$ cat config.mk
export PLATFORM = sky130hd
export DESIGN_NAME = i2c_eeprom_master_top
export DESIGN_NICKNAME = d
export VERILOG_FILES = /design/src/sv/i2cem_pkg.sv /design/src/sv/i2c_eeprom_master_top.sv
export SDC_FILE = /design/constraint.sdc
export NUM_CORES = 1
export LEC_CHECK = 0
export ABC_AREA = 1
export BUFFER_PORTS_ARGS = -buffer_cell sky130_fd_sc_hd__buf_2
export CAP_MARGIN = 10
export CORE_MARGIN = 4
export CORE_UTILIZATION = 28
export CTS_CLUSTER_SIZE = 8
export DETAILED_ROUTE_END_ITERATION = 8
export PLACE_DENSITY_LB_ADDON = 0.05
export SETUP_SLACK_MARGIN = 0.05
export SYNTH_ARGS = -nofsm -noshare
export SYNTH_HDL_FRONTEND = slang
export SYNTH_SLANG_ARGS = --single-unit
$ cat constraint.sdc
create_clock -name clock -period 3.07 [get_ports clock]
set_input_delay 0.4605 -clock clock [delete_from_list [all_inputs] [get_ports clock]]
set_output_delay 0.4605 -clock clock [all_outputs]
set_load 0.01 [all_outputs]
$ cat src/sv/i2cem_pkg.sv
`default_nettype none

package i2cem_pkg;

   // command codes on the func field
   localparam logic [1:0] FUNC_WRITE   = 2'd0;
   localparam logic [1:0] FUNC_READ    = 2'd1;
   localparam logic [1:0] FUNC_RECOVER = 2'd2;

   // register map: index taken from the word address
   localparam int unsigned CSR_ADDR_W = 3;
   localparam logic        CSR_DEVICE_ADDRESS = 1'b0;

   // reset value of the device address, write form
   localparam logic [7:0] DEVICE_ADDRESS_RESET = 8'hA0;

   // high address byte sent ahead of the word address
   localparam logic [7:0] HIGH_ADDR_BYTE = 8'h00;

   // byte positions in the address phase
   localparam logic [2:0] BYTE_DEVICE = 3'd0;
   localparam logic [2:0] BYTE_HIGH   = 3'd1;
   localparam logic [2:0] BYTE_WORD   = 3'd2;
   localparam logic [2:0] BYTE_LAST   = 3'd3;

   // quarter-bit positions within one bus slot
   localparam logic [1:0] Q_FIRST = 2'd0;
   localparam logic [1:0] Q_RISE  = 2'd1;
   localparam logic [1:0] Q_SAMP  = 2'd2;
   localparam logic [1:0] Q_LAST  = 2'd3;

   // bits per byte on the bus
   localparam int unsigned BITS_PER_BYTE = 8;

endpackage

`default_nettype wire

$ cat src/sv/i2c_eeprom_master_top.sv
`default_nettype none

// I2C master for a serial EEPROM: byte write, random read and bus recovery. Every req_ transfer
// is one quarter-bit tick of the bus timebase, so a bus bit takes four transfers; drive one
// transfer per tick with req_sda_in holding the sampled SDA level. The block takes one transfer
// per clock cycle unless stalled. Each transfer yields exactly one rsp_ transfer with the SCL
// level, the SDA pull-down and the status for that tick; it is registered the cycle after the
// req_ transfer, and req_stall rises only while a held result is stalled by rsp_stall. A
// command (req_cmd_valid with func write, read or recover) starts a sequence only while idle;
// busy and done report its progress, read_data holds the last byte read and ack_missing flags a
// slave ack slot that saw SDA high. Write device_address through the register port while idle.
module i2c_eeprom_master_top #(
   parameter int unsigned RECOVERY_TOGGLES = 10
) (
   input  wire logic                                  clock,
   input  wire logic                                  reset,
   // command and tick channel
   input  wire logic                                  req_valid,
   output logic                                       req_stall,
   input  wire logic                                  req_cmd_valid,
   input  wire logic [1:0]                            req_func,
   input  wire logic [7:0]                            req_word_addr,
   input  wire logic [7:0]                            req_write_data,
   input  wire logic                                  req_sda_in,
   // result channel
   output logic                                       rsp_valid,
   input  wire logic                                  rsp_stall,
   output logic                                       rsp_scl_level,
   output logic                                       rsp_sda_pull_low,
   output logic                                       rsp_busy_res,
   output logic                                       rsp_done_res,
   output logic [7:0]                                 rsp_read_data,
   output logic                                       rsp_ack_missing,
   // register port
   input  wire logic                                  psel,
   input  wire logic                                  penable,
   input  wire logic                                  pwrite,
   input  wire logic [i2cem_pkg::CSR_ADDR_W-1:0]      paddr,
   input  wire logic [31:0]                           pwdata,
   output logic [31:0]                                prdata,
   output logic                                       pready
);

   // bit counter must reach both a byte and the recovery toggle count
   localparam int unsigned TOG_W = $clog2(RECOVERY_TOGGLES + 1);
   localparam int unsigned CNT_W = (TOG_W > 4) ? TOG_W : 4;

   typedef enum logic [2:0] {
      PH_IDLE,
      PH_START,
      PH_SEND,
      PH_ACK,
      PH_READ,
      PH_NOACK,
      PH_STOP,
      PH_TOGGLE
   } phase_type;

   phase_type        phase_ff, phase_in;
   logic [2:0]       byte_index_ff, byte_index_in;
   logic [CNT_W-1:0] bit_count_ff, bit_count_in;
   logic [1:0]       quarter_ff, quarter_in;
   logic [7:0]       shift_reg_ff, shift_reg_in;
   logic [1:0]       saved_func_ff, saved_func_in;
   logic [7:0]       saved_addr_ff, saved_addr_in;
   logic [7:0]       saved_data_ff, saved_data_in;
   logic [7:0]       read_reg_ff, read_reg_in;
   logic             ack_flag_ff, ack_flag_in;
   logic [7:0]       device_address_ff;

   logic             rsp_valid_ff;
   logic             scl_ff, scl_in;
   logic             pull_ff, pull_in;
   logic             busy_ff, busy_in;
   logic             done_ff, done_in;

   logic             req_take;
   logic             rsp_take;
   logic             csr_write;

   // handshake: stall only while the held result cannot leave
   assign req_stall = rsp_valid_ff & rsp_stall;
   assign req_take  = req_valid & ~req_stall;
   assign rsp_take  = rsp_valid_ff & ~rsp_stall;

   // register port
   assign pready    = 1'b1;
   assign csr_write = psel & penable & pwrite & pready;
   assign prdata    = (paddr[2] == i2cem_pkg::CSR_DEVICE_ADDRESS) ?
                      {24'd0, device_address_ff} : 32'd0;

   always_ff @(posedge clock) begin
      if (reset) begin
         device_address_ff <= i2cem_pkg::DEVICE_ADDRESS_RESET;
      end else if (csr_write && paddr[2] == i2cem_pkg::CSR_DEVICE_ADDRESS) begin
         device_address_ff <= pwdata[7:0];
      end
   end

   // one tick: command capture, slot drive, then slot advance
   always_comb begin
      logic mid;
      phase_in      = phase_ff;
      byte_index_in = byte_index_ff;
      bit_count_in  = bit_count_ff;
      quarter_in    = quarter_ff;
      shift_reg_in  = shift_reg_ff;
      saved_func_in = saved_func_ff;
      saved_addr_in = saved_addr_ff;
      saved_data_in = saved_data_ff;
      read_reg_in   = read_reg_ff;
      ack_flag_in   = ack_flag_ff;
      scl_in        = 1'b1;
      pull_in       = 1'b0;
      busy_in       = 1'b0;
      done_in       = 1'b0;

      // command capture while idle
      if (phase_ff == PH_IDLE && req_cmd_valid && req_func <= i2cem_pkg::FUNC_RECOVER) begin
         saved_func_in = req_func;
         saved_addr_in = req_word_addr;
         saved_data_in = req_write_data;
         ack_flag_in   = 1'b0;
         byte_index_in = i2cem_pkg::BYTE_DEVICE;
         bit_count_in  = '0;
         quarter_in    = i2cem_pkg::Q_FIRST;
         phase_in      = PH_START;
      end

      mid = (quarter_in == i2cem_pkg::Q_RISE) || (quarter_in == i2cem_pkg::Q_SAMP);

      if (phase_in != PH_IDLE) begin
         busy_in = 1'b1;

         // bus drive for this quarter
         case (phase_in)
            PH_START: begin
               if (quarter_in == i2cem_pkg::Q_FIRST) begin
                  scl_in = (byte_index_in == i2cem_pkg::BYTE_DEVICE);
               end else begin
                  scl_in = (quarter_in != i2cem_pkg::Q_LAST);
               end
               pull_in = quarter_in[1];
            end
            PH_SEND: begin
               scl_in  = mid;
               pull_in = ~shift_reg_in[7];
            end
            PH_ACK: begin
               scl_in = mid;
               if (quarter_in == i2cem_pkg::Q_SAMP && req_sda_in) begin
                  ack_flag_in = 1'b1;
               end
            end
            PH_READ: begin
               scl_in = mid;
               if (quarter_in == i2cem_pkg::Q_SAMP) begin
                  shift_reg_in = {shift_reg_in[6:0], req_sda_in};
               end
            end
            PH_NOACK: begin
               scl_in = mid;
            end
            PH_STOP: begin
               scl_in  = (quarter_in != i2cem_pkg::Q_FIRST);
               pull_in = ~quarter_in[1];
               done_in = (quarter_in == i2cem_pkg::Q_LAST);
            end
            default: begin
               scl_in = ~bit_count_in[0];
            end
         endcase

         // slot advance at the end of the last quarter
         if (quarter_in == i2cem_pkg::Q_LAST) begin
            quarter_in = i2cem_pkg::Q_FIRST;
            case (phase_in)
               PH_START: begin
                  if (saved_func_in == i2cem_pkg::FUNC_RECOVER) begin
                     bit_count_in = '0;
                     phase_in     = (byte_index_in == i2cem_pkg::BYTE_DEVICE) ?
                                    PH_TOGGLE : PH_STOP;
                  end else begin
                     shift_reg_in = (byte_index_in == i2cem_pkg::BYTE_LAST) ?
                                    8'(device_address_ff + 8'd1) : device_address_ff;
                     bit_count_in = '0;
                     phase_in     = PH_SEND;
                  end
               end
               PH_SEND: begin
                  shift_reg_in = {shift_reg_in[6:0], 1'b0};
                  bit_count_in = CNT_W'(bit_count_in + 1'b1);
                  if (bit_count_in >= CNT_W'(i2cem_pkg::BITS_PER_BYTE)) begin
                     bit_count_in = '0;
                     phase_in     = PH_ACK;
                  end
               end
               PH_ACK: begin
                  case (byte_index_in)
                     i2cem_pkg::BYTE_DEVICE: begin
                        byte_index_in = i2cem_pkg::BYTE_HIGH;
                        shift_reg_in  = i2cem_pkg::HIGH_ADDR_BYTE;
                        bit_count_in  = '0;
                        phase_in      = PH_SEND;
                     end
                     i2cem_pkg::BYTE_HIGH: begin
                        byte_index_in = i2cem_pkg::BYTE_WORD;
                        shift_reg_in  = saved_addr_in;
                        bit_count_in  = '0;
                        phase_in      = PH_SEND;
                     end
                     i2cem_pkg::BYTE_WORD: begin
                        byte_index_in = i2cem_pkg::BYTE_LAST;
                        if (saved_func_in == i2cem_pkg::FUNC_READ) begin
                           phase_in = PH_START;
                        end else begin
                           shift_reg_in = saved_data_in;
                           bit_count_in = '0;
                           phase_in     = PH_SEND;
                        end
                     end
                     default: begin
                        if (saved_func_in == i2cem_pkg::FUNC_READ) begin
                           bit_count_in = '0;
                           shift_reg_in = 8'd0;
                           phase_in     = PH_READ;
                        end else begin
                           phase_in = PH_STOP;
                        end
                     end
                  endcase
               end
               PH_READ: begin
                  bit_count_in = CNT_W'(bit_count_in + 1'b1);
                  if (bit_count_in >= CNT_W'(i2cem_pkg::BITS_PER_BYTE)) begin
                     bit_count_in = '0;
                     read_reg_in  = shift_reg_in;
                     phase_in     = PH_NOACK;
                  end
               end
               PH_NOACK: begin
                  phase_in = PH_STOP;
               end
               PH_TOGGLE: begin
                  bit_count_in = CNT_W'(bit_count_in + 1'b1);
                  if (bit_count_in >= CNT_W'(RECOVERY_TOGGLES)) begin
                     bit_count_in  = '0;
                     byte_index_in = i2cem_pkg::BYTE_HIGH;
                     phase_in      = PH_START;
                  end
               end
               default: begin
                  // stop finished: back to idle
                  phase_in      = PH_IDLE;
                  byte_index_in = i2cem_pkg::BYTE_DEVICE;
                  bit_count_in  = '0;
               end
            endcase
         end else begin
            quarter_in = 2'(quarter_in + 2'd1);
         end
      end
   end

   // sequencer state and output register
   always_ff @(posedge clock) begin
      if (reset) begin
         phase_ff      <= PH_IDLE;
         byte_index_ff <= i2cem_pkg::BYTE_DEVICE;
         bit_count_ff  <= '0;
         quarter_ff    <= i2cem_pkg::Q_FIRST;
         read_reg_ff   <= 8'd0;
         ack_flag_ff   <= 1'b0;
         rsp_valid_ff  <= 1'b0;
      end else begin
         if (req_take) begin
            phase_ff      <= phase_in;
            byte_index_ff <= byte_index_in;
            bit_count_ff  <= bit_count_in;
            quarter_ff    <= quarter_in;
            read_reg_ff   <= read_reg_in;
            ack_flag_ff   <= ack_flag_in;
            rsp_valid_ff  <= 1'b1;
         end else if (rsp_take) begin
            rsp_valid_ff  <= 1'b0;
         end
      end
      if (req_take) begin
         shift_reg_ff  <= shift_reg_in;
         saved_func_ff <= saved_func_in;
         saved_addr_ff <= saved_addr_in;
         saved_data_ff <= saved_data_in;
         scl_ff        <= scl_in;
         pull_ff       <= pull_in;
         busy_ff       <= busy_in;
         done_ff       <= done_in;
      end
   end

   assign rsp_valid        = rsp_valid_ff;
   assign rsp_scl_level    = scl_ff;
   assign rsp_sda_pull_low = pull_ff;
   assign rsp_busy_res     = busy_ff;
   assign rsp_done_res     = done_ff;
   assign rsp_read_data    = read_reg_ff;
   assign rsp_ack_missing  = ack_flag_ff;

   // a completing tick is always a busy tick
   assert property (@(posedge clock) disable iff (reset)
      rsp_valid_ff && done_ff |-> busy_ff)
      else $error("done reported without busy");

   // idle always sits at the start of a slot
   assert property (@(posedge clock) disable iff (reset)
      phase_ff == PH_IDLE |-> quarter_ff == i2cem_pkg::Q_FIRST)
      else $error("idle with a partial slot");

   // byte shifting never runs past eight bits
   assert property (@(posedge clock) disable iff (reset)
      phase_ff == PH_SEND || phase_ff == PH_READ |->
         bit_count_ff < CNT_W'(i2cem_pkg::BITS_PER_BYTE))
      else $error("bit count past byte end");

   // every accepted tick leaves a result in the output register
   assert property (@(posedge clock) disable iff (reset)
      req_take |=> rsp_valid_ff)
      else $error("tick transfer lost its result");

endmodule

`default_nettype wire

==> results.md <==
* Setup violations, final at 0
* Main synth FF type: edfxtp_1
* Antenna violations before repair at 0
* Critical path's largest stage delay at 0.52 ns
* Crit. End Element: flop
* Routed WL at 11200 um
* Clk_lat worst skew at 0.33 ns
* Slew headroom at 0.600
* DRC at 0
* Fin area at 0.00456 mm^2
* Area growth syn-to-layout at 18.5%
* Asr flop ratio synth at 0
* Maxcap violations at 0
* Crit start category: flop
* Switching share of total power at 0.258
* Pin count of the biggest net entering global routing at 32
* Lkg Pwr at 2.19 nW
* Req. time, crit path at 3.14 ns
* Clk slew on worst S/H paths at 0.05 ns
* # diodes at 0
* Count of cell types in the netlist at 40
* # resized after CTS at 0
* DR pass1 iterations at 5
* Crit path DAT at 2.66 ns
* Die Height at 125 um
* Slew Limit Fails at 0
* Syn Area/Cell at 6.97 um^2
* Vias at 3600
* I/O Buffers at 58
* GRT Overall Usage at 0.144
* Layout cell share with drive strength beyond 1 at 0.149
* Die area at 0.0157 mm^2
* 1st-iter DRT viols at 293
* Worst min path class: input pin to flop
* Setup total negative slack at 0 ns
* Final GP Congestion at 0.900
* Clock share of power at 0.466
* Status: finished, final reports clean
* Final Hold Vio Count at 0
* Root Buffer Master: clkbuf_16
* Antenna-violating nets left at 0
* Largest fanout on the critical path at 31
* Clock Path Buffers at 2
* Flop pwr share at 0.400
* DR WL/cell at 14.1 um
* Unrepaired setup endpoints after global routing: false
* Hold Buf Count CTS at 0
* Maximum clock frequency at 0.386 GHz
* Sink Count at 60
* Number of global-route vias before repair at 3388
* Hpwl dp at 8520 um
* Seq cells post-synth at 60
* Worst-margin pin slew at 0.600 ns
* Post-CTS Setup Bufs at 0
* Vias/cell at 4.53
* Internal Power at 1.70 mW
* TritonCTS clock tree: yes
* Initial Util at 0.288
* Commonest cells after routing, fill and taps aside: 171 x nand2_1, 69 x inv_1, 58 x buf_2
* Row count at 42
* Hold_ws at 0.348 ns
* H-tree depth at 3
* Die W at 125 um
* Worst vdd ir at 0.197 mV
* NetSw at 0.592 mW
* Kind of critical path: flop to flop
* Combinational Power Share at 0.133
* Worst Skew at 0.00759 ns
* GRT Residual Overflow at 0
* CTS Buf Count at 9
* Mapped Area at 0.00385 mm^2
* Cells after synthesis at 552
* Pwr Density at 503 mW/mm^2
* Seq/Total Area, Yosys at 0.390
* Post-synth EDFFs at 30
* Yosys warns at 0
* Commonest non-fill, non-tap cell in the layout: nand2_1
* Area after DPL at 0.00425 mm^2
* Core area at 0.0133 mm^2
* Cell breakdown of the critical path: nor2_2, nand3_2, buf_4, nand2_1, inv_1, nand2_1, inv_1, nand3_1, nand3_1, o21ai_0, a21oi_1, o21ai_1
* Number of fill cells at 1490
* Slowest CP cell: dfxtp_1
* Final period util at 0.844
* IO Pins at 110
* Fin crit period at 2.59 ns
* First-pass GRT wire length at 18100 um
* Fin nets at 679
[through the flow]
step	util	cells	total power, mW	setup slack, ns
after CTS	0.341	794	2.33	0.450
after global placement	0.318	778	1.24	0.406
after floorplan	-	575	1.16	0.506
after global routing	0.341	794	2.41	0.204
after detailed placement	0.318	778	1.24	0.381
final	0.341	794	2.29	0.480
[cells in the mapped netlist (6+ instances only)]
cell / number / area, um^2
clkbuf_1: 7 / 26.3
edfxtp_1: 30 / 901
nor2_1: 39 / 146
and2_1: 8 / 50.1
o21ai_0: 39 / 195
nand4_1: 9 / 56.3
inv_1: 69 / 259
mux2i_1: 6 / 60.1
nand3_1: 28 / 140
nand2_1: 171 / 642
a21oi_1: 35 / 175
buf_4: 26 / 195
dfxtp_1: 30 / 601
[power groups by stage]
stage                     Clock (mW)  Combinational [mW]  Sequential (mW)
after CTS                       1.10               0.309            0.917
after detailed placement           0               0.307            0.934
after floorplan                    0               0.227            0.930
final                           1.07               0.306            0.918
after global placement             0               0.306            0.933
after global routing            1.14               0.350            0.922
[cell type report]
type | count | area, um^2 | area share
multi-input cells | 405 | 1910 | 0.419
flip-flops and latches | 60 | 1500 | 0.329
repair buffers | 66 | 350 | 0.0769
inverters | 71 | 268 | 0.0588
clock buffers | 11 | 233 | 0.0511
well taps | 176 | 220 | 0.0483
clock inverters | 5 | 76.3 | 0.0167
[final timing paths]
kind | start | end | slack (ns) | cells after the start
worst max-delay path | phase_ff[0] | shift_reg_ff[6] | 0.48 | 12
worst min-delay path | pwdata[5] | device_address_ff[5] | 0.35 | 3
worst max register to register | phase_ff[0] | shift_reg_ff[6] | 0.48 | 12
worst min register to register | rsp_read_data[1] | rsp_read_data[1] | 0.46 | 2
[state kept, by name, indices dropped and copies added (netlist names), 2 cells and up]
signal	flops
bit_count_ff	4
phase_ff	3
quarter_ff	2
saved_data_ff	8
device_address_ff	8
saved_func_ff	2
shift_reg_ff	8
saved_addr_ff	8
byte_index_ff	3
rsp_read_data	8
[worst max-delay path: cells and delay by family, from the launching register on]
kind                   cells  cell delay [ns]
and+or+nand+nor            6             0.78
buffers and inverters      3             0.69
DFF                        1             0.52
AOI/OAI and AO/OA          3             0.33
[cells by family (layout without fill, tap and decap cells)]
group / after synthesis / after routing / share of synthesized area
multiplexers: 6 / 6 / 0.0156
other: 2 / 25 / 0.00195
AND/OR/NAND/NOR: 274 / 274 / 0.303
flip-flops: 60 / 60 / 0.390
adder cells (fa/ha/maj): 4 / 4 / 0.0130
XOR/XNOR: 1 / 1 / 0.00228
AO/OA/AOI/OAI: 95 / 95 / 0.137
buffers and inverters: 110 / 153 / 0.137
[layer usage]
layer / wire length, um / vias up / track usage
met5: 0 / - / 0
met4: 145 / 0 / 0.0402
met3: 720 / 14 / 0.0375
met2: 4390 / 105 / 0.196
met1: 5950 / 1601 / 0.221
li1: - / 1880 / -
No activity file was read; power rests on OpenSTA's default activity.
